## src/rtl/tlf_pkg.sv

```systemverilog
// ---------------------------------------------------------------------------
// tlf_pkg
// Constants shared by the line folder and its checker.
// ---------------------------------------------------------------------------
package tlf_pkg;

  // Word buffer depth default
  localparam int WORD_DEPTH_DEF = 32;

  // Character codes
  localparam logic [7:0] CH_TAB    = 8'h09;
  localparam logic [7:0] CH_NL     = 8'h0A;
  localparam logic [7:0] CH_SPACE  = 8'h20;
  localparam logic [7:0] CH_HYPHEN = 8'h2D;

  // Configuration port
  localparam int CFG_IDX_W  = 1;
  localparam int CFG_DATA_W = 5;
  localparam logic [CFG_IDX_W-1:0] REG_LINE_WIDTH = 1'b0;
  localparam logic [CFG_IDX_W-1:0] REG_TAB_WIDTH  = 1'b1;

  // Register reset values and legal bounds
  localparam logic [4:0] LINE_WIDTH_RST = 5'd20;
  localparam logic [4:0] TAB_WIDTH_RST  = 5'd8;
  localparam logic [4:0] LINE_WIDTH_MIN = 5'd8;
  localparam logic [4:0] TAB_WIDTH_MAX  = 5'd16;

  // Pending blank count saturation
  localparam logic [5:0] BLANK_MAX = 6'd63;

endpackage

```

## src/rtl/text_line_folder_unit.sv

```systemverilog
// ---------------------------------------------------------------------------
// text_line_folder_unit
// Word-wrapping line folder: one text byte in, zero or more bytes out.
// ---------------------------------------------------------------------------
// s_tready is high only in idle, where a word byte with room in the buffer is stored at once.
// Word flush from a blank: accept, dispatch, remainder steps, then tabs and spaces if it fits
//   or a newline if it wraps (a long word skips both), read and write per word byte, hyphen
//   and newline per break, closing; a tab then adds remainder and add steps, a newline its
//   byte. Full buffer: no blanks. Bare space: dispatch; tab: remainder, add; newline: its byte.
// Reset clears column, blank count, word length, output valid, not the word buffer; widths 20, 8.
module text_line_folder_unit #(
  parameter int WORD_DEPTH = tlf_pkg::WORD_DEPTH_DEF
) (
  input  logic                           clk,
  input  logic                           rst,
  input  logic                           s_tvalid,
  output logic                           s_tready,
  input  logic [7:0]                     s_tdata,   // [7:0] in_byte
  output logic                           m_tvalid,
  input  logic                           m_tready,
  output logic [7:0]                     m_tdata,   // [7:0] out_byte
  output logic                           m_tlast,   // last
  input  logic                           cfg_wr_en,
  input  logic [tlf_pkg::CFG_IDX_W-1:0]  cfg_index,
  input  logic [tlf_pkg::CFG_DATA_W-1:0] cfg_data
);

  localparam int IW = $clog2(WORD_DEPTH);
  localparam int LW = $clog2(WORD_DEPTH + 1);

  // Sequencer states
  localparam logic [3:0] S_IDLE    = 4'd0;
  localparam logic [3:0] S_DISP    = 4'd1;
  localparam logic [3:0] S_MOD     = 4'd2;
  localparam logic [3:0] S_ADD     = 4'd3;
  localparam logic [3:0] S_TABS    = 4'd4;
  localparam logic [3:0] S_SPACES  = 4'd5;
  localparam logic [3:0] S_NLFIRST = 4'd6;
  localparam logic [3:0] S_RD      = 4'd7;
  localparam logic [3:0] S_WORD    = 4'd8;
  localparam logic [3:0] S_HYPH    = 4'd9;
  localparam logic [3:0] S_BRNL    = 4'd10;
  localparam logic [3:0] S_POST    = 4'd11;
  localparam logic [3:0] S_NL      = 4'd12;

  // Registers
  logic [3:0]    state, state_next;
  logic [4:0]    line_width, tab_width;
  logic [4:0]    column, column_next;
  logic [5:0]    pending, pending_next;
  logic [LW-1:0] wl, wl_next;
  logic [IW-1:0] idx, idx_next;
  logic          long_mode, long_mode_next;
  logic [7:0]    cur, cur_next;
  logic [4:0]    gap, gap_next;
  logic [4:0]    rem, rem_next;
  logic [6:0]    dvd, dvd_next;
  logic [2:0]    cnt, cnt_next;
  logic          mod_to_tabs, mod_to_tabs_next;
  logic [7:0]    rdata;
  logic          out_valid;
  logic [7:0]    out_byte;
  logic          out_last;

  logic [7:0]    word_mem [WORD_DEPTH];

  // Combinational signals
  logic          accept, can_emit, emit, emit_last;
  logic [7:0]    emit_byte;
  logic          mem_we;
  logic [IW-1:0] mem_waddr;
  logic [7:0]    mem_wdata;
  logic [4:0]    lw_eff, tw_eff;
  logic          in_blank, cur_blank;
  logic [7:0]    fit_sum, lw8, wl8;
  logic [4:0]    rem_shift, rem_step;
  logic [6:0]    blank_sum;
  logic          word_end;
  logic [5:0]    col_p1;

  // Effective register values
  always_comb begin
    lw_eff = (line_width < tlf_pkg::LINE_WIDTH_MIN) ? tlf_pkg::LINE_WIDTH_MIN : line_width;
    if (tab_width == 5'd0) begin
      tw_eff = 5'd1;
    end else if (tab_width > tlf_pkg::TAB_WIDTH_MAX) begin
      tw_eff = tlf_pkg::TAB_WIDTH_MAX;
    end else begin
      tw_eff = tab_width;
    end
  end

  assign accept    = s_tvalid && s_tready;
  assign s_tready  = (state == S_IDLE);
  assign can_emit  = !out_valid || m_tready;
  assign in_blank  = (s_tdata == tlf_pkg::CH_TAB) || (s_tdata == tlf_pkg::CH_SPACE) ||
                     (s_tdata == tlf_pkg::CH_NL);
  assign cur_blank = (cur == tlf_pkg::CH_TAB) || (cur == tlf_pkg::CH_SPACE) ||
                     (cur == tlf_pkg::CH_NL);

  // Fit check: column + blanks + word against the line
  assign fit_sum = 8'(column) + 8'(pending) + 8'(wl);
  assign lw8     = 8'(lw_eff);
  assign wl8     = 8'(wl);

  // Shared remainder unit: one restoring step per cycle
  assign rem_shift = {rem[3:0], dvd[cnt]};
  assign rem_step  = (rem_shift >= tw_eff) ? (rem_shift - tw_eff) : rem_shift;

  assign blank_sum = 7'(pending) + 7'(gap);
  assign word_end  = (LW'(idx) == (wl - LW'(1)));
  assign col_p1    = 6'(column) + 6'd1;

  // Sequencer
  always_comb begin
    state_next       = state;
    column_next      = column;
    pending_next     = pending;
    wl_next          = wl;
    idx_next         = idx;
    long_mode_next   = long_mode;
    cur_next         = cur;
    gap_next         = gap;
    rem_next         = rem;
    dvd_next         = dvd;
    cnt_next         = cnt;
    mod_to_tabs_next = mod_to_tabs;
    emit             = 1'b0;
    emit_byte        = rdata;
    emit_last        = 1'b0;
    mem_we           = 1'b0;
    mem_waddr        = wl[IW-1:0];
    mem_wdata        = s_tdata;

    unique case (state)
      S_IDLE: begin
        if (accept) begin
          cur_next = s_tdata;
          if (!in_blank && (wl != LW'(WORD_DEPTH))) begin
            mem_we  = 1'b1;
            wl_next = wl + LW'(1);
          end else begin
            state_next = S_DISP;
          end
        end
      end

      S_DISP: begin
        idx_next = '0;
        if (!cur_blank) begin
          // full buffer: write it out in long-word style
          long_mode_next = 1'b1;
          state_next     = S_RD;
        end else if (wl != '0) begin
          if (wl8 > lw8) begin
            long_mode_next = 1'b1;
            state_next     = S_RD;
          end else if (fit_sum > lw8) begin
            long_mode_next = 1'b0;
            pending_next   = '0;
            state_next     = S_NLFIRST;
          end else begin
            long_mode_next   = 1'b0;
            dvd_next         = 7'(column);
            cnt_next         = 3'd6;
            rem_next         = '0;
            mod_to_tabs_next = 1'b1;
            state_next       = S_MOD;
          end
        end else if (cur == tlf_pkg::CH_SPACE) begin
          pending_next = (pending == tlf_pkg::BLANK_MAX) ? pending : pending + 6'd1;
          state_next   = S_IDLE;
        end else if (cur == tlf_pkg::CH_TAB) begin
          dvd_next         = 7'(column) + 7'(pending);
          cnt_next         = 3'd6;
          rem_next         = '0;
          mod_to_tabs_next = 1'b0;
          state_next       = S_MOD;
        end else begin
          state_next = S_NL;
        end
      end

      S_MOD: begin
        rem_next = rem_step;
        cnt_next = cnt - 3'd1;
        if (cnt == 3'd0) begin
          gap_next   = tw_eff - rem_step;
          state_next = mod_to_tabs ? S_TABS : S_ADD;
        end
      end

      S_ADD: begin
        pending_next = (blank_sum > 7'(tlf_pkg::BLANK_MAX)) ? tlf_pkg::BLANK_MAX :
                       blank_sum[5:0];
        state_next   = S_IDLE;
      end

      S_TABS: begin
        if (pending >= 6'(gap)) begin
          if (can_emit) begin
            emit         = 1'b1;
            emit_byte    = tlf_pkg::CH_TAB;
            pending_next = pending - 6'(gap);
            column_next  = column + gap;
            gap_next     = tw_eff;
          end
        end else begin
          state_next = S_SPACES;
        end
      end

      S_SPACES: begin
        if (pending != '0) begin
          if (can_emit) begin
            emit         = 1'b1;
            emit_byte    = tlf_pkg::CH_SPACE;
            pending_next = pending - 6'd1;
            column_next  = column + 5'd1;
          end
        end else begin
          state_next = S_RD;
        end
      end

      S_NLFIRST: begin
        if (can_emit) begin
          emit        = 1'b1;
          emit_byte   = tlf_pkg::CH_NL;
          column_next = '0;
          state_next  = S_RD;
        end
      end

      S_RD: begin
        state_next = S_WORD;
      end

      S_WORD: begin
        if (long_mode && (col_p1 >= 6'(lw_eff))) begin
          state_next = S_HYPH;
        end else if (can_emit) begin
          emit        = 1'b1;
          emit_last   = word_end && (cur != tlf_pkg::CH_NL);
          column_next = column + 5'd1;
          idx_next    = idx + IW'(1);
          state_next  = word_end ? S_POST : S_RD;
        end
      end

      S_HYPH: begin
        if (can_emit) begin
          emit       = 1'b1;
          emit_byte  = tlf_pkg::CH_HYPHEN;
          state_next = S_BRNL;
        end
      end

      S_BRNL: begin
        if (can_emit) begin
          emit        = 1'b1;
          emit_byte   = tlf_pkg::CH_NL;
          column_next = '0;
          state_next  = S_WORD;
        end
      end

      S_POST: begin
        wl_next        = '0;
        pending_next   = '0;
        long_mode_next = 1'b0;
        if (!cur_blank) begin
          // start a new word with the byte that found the buffer full
          mem_we     = 1'b1;
          mem_waddr  = '0;
          mem_wdata  = cur;
          wl_next    = LW'(1);
          state_next = S_IDLE;
        end else if (cur == tlf_pkg::CH_SPACE) begin
          pending_next = 6'd1;
          state_next   = S_IDLE;
        end else if (cur == tlf_pkg::CH_TAB) begin
          dvd_next         = 7'(column);
          cnt_next         = 3'd6;
          rem_next         = '0;
          mod_to_tabs_next = 1'b0;
          state_next       = S_MOD;
        end else begin
          state_next = S_NL;
        end
      end

      S_NL: begin
        if (can_emit) begin
          emit         = 1'b1;
          emit_byte    = tlf_pkg::CH_NL;
          emit_last    = 1'b1;
          column_next  = '0;
          pending_next = '0;
          state_next   = S_IDLE;
        end
      end

      default: begin
        state_next = S_IDLE;
      end
    endcase
  end

  // Control registers
  always_ff @(posedge clk) begin
    if (rst) begin
      state      <= S_IDLE;
      column     <= '0;
      pending    <= '0;
      wl         <= '0;
      long_mode  <= 1'b0;
      line_width <= tlf_pkg::LINE_WIDTH_RST;
      tab_width  <= tlf_pkg::TAB_WIDTH_RST;
      out_valid  <= 1'b0;
    end else begin
      state     <= state_next;
      column    <= column_next;
      pending   <= pending_next;
      wl        <= wl_next;
      long_mode <= long_mode_next;
      if (cfg_wr_en) begin
        if (cfg_index == tlf_pkg::REG_LINE_WIDTH) begin
          line_width <= cfg_data;
        end else begin
          tab_width <= cfg_data;
        end
      end
      if (emit) begin
        out_valid <= 1'b1;
      end else if (m_tready) begin
        out_valid <= 1'b0;
      end
    end
  end

  // Datapath registers
  always_ff @(posedge clk) begin
    idx         <= idx_next;
    cur         <= cur_next;
    gap         <= gap_next;
    rem         <= rem_next;
    dvd         <= dvd_next;
    cnt         <= cnt_next;
    mod_to_tabs <= mod_to_tabs_next;
    if (emit) begin
      out_byte <= emit_byte;
      out_last <= emit_last;
    end
  end

  // Word buffer
  always_ff @(posedge clk) begin
    if (mem_we) begin
      word_mem[mem_waddr] <= mem_wdata;
    end
    if (state == S_RD) begin
      rdata <= word_mem[idx];
    end
  end

  assign m_tvalid = out_valid;
  assign m_tdata  = out_byte;
  assign m_tlast  = out_last;

endmodule

```

## config.mk

```make
export PLATFORM = sky130hd
export DESIGN_NAME = text_line_folder_unit
export DESIGN_NICKNAME = d
export VERILOG_FILES = /design/src/rtl/tlf_pkg.sv /design/src/rtl/text_line_folder_unit.sv
export SDC_FILE = /design/constraint.sdc
export NUM_CORES = 1
export LEC_CHECK = 0
export BUFFER_PORTS_ARGS = -buffer_cell sky130_fd_sc_hd__buf_4
export CAP_MARGIN = 5
export CORE_MARGIN = 3
export CORE_UTILIZATION = 26
export DETAILED_ROUTE_END_ITERATION = 12
export PLACE_DENSITY_LB_ADDON = 0.05
export SYNTH_ARGS = -nofsm -noshare
export SYNTH_HDL_FRONTEND = slang
export SYNTH_SLANG_ARGS = --single-unit
```

## constraint.sdc

```tcl
create_clock -name clk -period 6.85 [get_ports clk]
set_input_delay 0.3425 -clock clk [delete_from_list [all_inputs] [get_ports clk]]
set_output_delay 0.3425 -clock clk [all_outputs]
set_load 0.05 [all_outputs]
```

==> results by group <==
Min path
  – Hold_sp: cfg_data[3]
  – Hold Crit Class: primary input to flip-flop

Routing
  – Antenna-violating nets left: 0
  – First drt pass iteration count: 5
  – Post-DR wirelength/cell: 24.0 um
  – Initial DRC Count: 665
  – Routed wire length: 49.7 mm
  – # DRC: 0
  – Via/cell ratio: 4.85
  – Via count: 10100

Final layout
  – Fillers: 6284
  – Fin nets: 1297
  – FF+latch area: 9850 um^2
  – Footprint of the multi-input gates: 6340 um^2
  – Share of cells above drive strength 1: 0.183
  – Area growth syn-to-layout: 15.2%
  – # diodes: 0

Global routing
  – Largest net degree at the start of global routing: 69
  – Remaining global-route overflow: 0
  – Initial antenna violation count: 0
  – Vias in the first global route: 10300
  – First-pass GRT wire length: 72.7 mm
  – Tot GR Track Use: 0.149

Yosys
  – Asr flop ratio synth: 0
  – Top FF cell, synth: edfxtp_1
  – Yosys warns: 0
  – Top post-synthesis cells by count: edfxtp_1, nor2_1, mux4_2
  – Top cell type's share of synthesized area: 0.554
  – Post-synthesis instance total: 1165
  – Largest cells by area after synthesis: edfxtp_1, mux4_2, ha_1
  – FF+latch count, synth: 339
  – Synth Area per Inst: 14.2 um^2
  – Yosys top cell by area: edfxtp_1
  – Synth cell types: 87
  – Synthesized Nets: 1254
  – Post-Syn Area: 16600 um^2
  – Most common cell in the netlist: edfxtp_1
  – Sequential fraction of the synthesis area: 0.594
  – Number of flops mapped to enable cells by yosys: 306

Clock network
  – CTS sink count: 339
  – Post CTS Setup Buffer Count: 0
  – Clk Latency, worst-skew pair: 0.57 ns
  – TritonCTS clock tree: built
  – Root Buffer: clkbuf_16
  – Total CTS buffers: 42
  – Resized Gates After CTS: 0
  – CTS max path bufs: 3
  – CTS Hold Bufs: 8
  – Clock slew at reported path FFs: 0.05 ns
  – Htree depth: 2

Worst setup path
  – Worst-path fanout max: 10
  – Worst Path Required: 7.03 ns
  – Crit end category: flip-flop
  – CP Launch Type: flip-flop
  – Worst Path Arrival: 4.80 ns
  – R2r startpoint: pending[1]$_SDFFE_PP0P_
  – Crit Path Class: flip-flop to flip-flop
  – Critical path origin: pending[1]$_SDFFE_PP0P_

Timing
  – Fin Setup TNS: 0 ns
  – Period utilization: 0.674
  – Slew Limit Fails: 0
  – Fin. Hold Viols: 0
  – Maximum clock rate: 217 MHz
  – Worst slew margin: 0.257
  – Skew final: 0.0280 ns
  – Final setup vio count: 0
  – RSZ-0062 raised after global routing: false
  – Final min period: 4.62 ns
  – Final WS setup: 2.23 ns
  – Worst slew pin tran: 1.12 ns

Place
  – Placer Congestion: 0.780
  – Pre-CTS WS: 2.25 ns
  – Input/output buffers: 29
  – DP Wirelength: 33.4 mm

Power and ir drop
  – VDD IR-drop max: 0.000169 V
  – PD cells: 360 nW/um^2
  – P_leak: 6.46 nW

Run status
  – Outcome: completed

Die
  – Core box area: 62400 um^2
  – Rows: 91
  – Initial Utilization: 0.266
  – Die W: 259 um
  – Die H: 259 um
  – Die Area: 66900 um^2
  – Top Ports: 30

Run
  – Max Cap Viol: 0
-- worst paths after layout --
path | to | slack [ns] | cells past startpoint
max | dvd[4]$_DFFE_PP_ | 2.23 | 14
min | line_width[3]$_SDFFE_PP0P_ | 0.04 | 3
max reg2reg | dvd[4]$_DFFE_PP_ | 2.23 | 14
min reg2reg | tab_width[0]$_SDFFE_PP0P_ | 0.46 | 2
-- worst max-delay path, stage by stage (launching register included) --
cell and delay, ns:
dfxtp_1 0.61, inv_1 0.27, fa_1 0.56, inv_1 0.04, ha_1 0.21, fa_1 0.42, xor2_1 0.17, ha_1 0.28
o21ai_0 0.08, a21oi_1 0.07, o31ai_1 0.25, and3_1 0.21, a21oi_1 0.08, or3_1 0.43, a21oi_1 0.56
-- flip-flops by register name (all words and copies together), names as in the netlist, 4 cells and up --
register,flops
word_mem,256
cur,8
m_tdata,8
rdata,8
dvd,7
pending,6
wl,6
column,5
gap,5
idx,5
line_width,5
tab_width,5
rem,4
state,4
-- logic make-up (layout without fill, tap and decap cells) --
group,after synthesis,in the layout,synth area share
flip-flops,339,339,0.594
AO/OA/AOI/OAI,204,204,0.0831
adder cells (fa/ha/maj),70,70,0.0582
multiplexers,104,104,0.125
buffers and inverters,96,169,0.0253
XOR/XNOR,37,37,0.0195
AND/OR/NAND/NOR,315,315,0.0956
-- cells in the final DEF, fill, tap and decap left out, drive strengths merged, types with 9 or more instances in the layout --
master  count
edfxtp    306
nor2       96
mux4       81
nand2      78
a21oi      63
ha         58
clkbuf     58
buf        49
inv        38
o21ai      36
dfxtp      33
nand3      27
xnor2      25
nand2b     20
nor3       20
nor2b      16
clkinv     14
xor2       12
mux2       12
fa         12
a21o       11
mux2i      11
o211ai     11
and2       11
a31oi       9
a211oi      9
or3         9
-- power breakdown --
part	switching (W)	leakage (nW)	internal, W
logic	0.00133	2.80	0.000889
registers	0.000136	3.03	0.00243
clock network	0.000886	0.622	0.00121
-- stage by stage --
| stage | total power (W) | util | hold slack (ns) | cells | instance area [um^2] |
|---|---|---|---|---|---|
| after floorplan | 0.00413 | - | 0.429 | 1165 | 16600 |
| after global placement | 0.00488 | 0.285 | 0.452 | 1993 | 17800 |
| after detailed placement | 0.00485 | 0.285 | 0.452 | 1993 | 17800 |
| after CTS | 0.00700 | 0.306 | 0.00495 | 2075 | 19100 |
| after global routing | 0.00729 | 0.306 | 0.0470 | 2075 | 19100 |
| final | 0.00688 | 0.306 | 0.0373 | 2075 | 19100 |
-- area by class of cell --
type / instances / share of cell area
Tap cell: 837 / 0.0548
Clock buffer: 58 / 0.0597
Multi-Input combinational cell: 730 / 0.331
Inverter: 38 / 0.00746
Clock inverter: 16 / 0.00739
Sequential cell: 339 / 0.515
Timing Repair Buffer: 57 / 0.0241
-- routing by layer --
layer | track usage | part of all wire | up-vias
li1 | - | - | 4619
met1 | 0.210 | 0.47 | 5198
met2 | 0.238 | 0.47 | 183
met3 | 0.0258 | 0.038 | 60
met4 | 0.0406 | 0.024 | 0
met5 | 0 | 0 | -
Power figures use the tool's default switching activity.
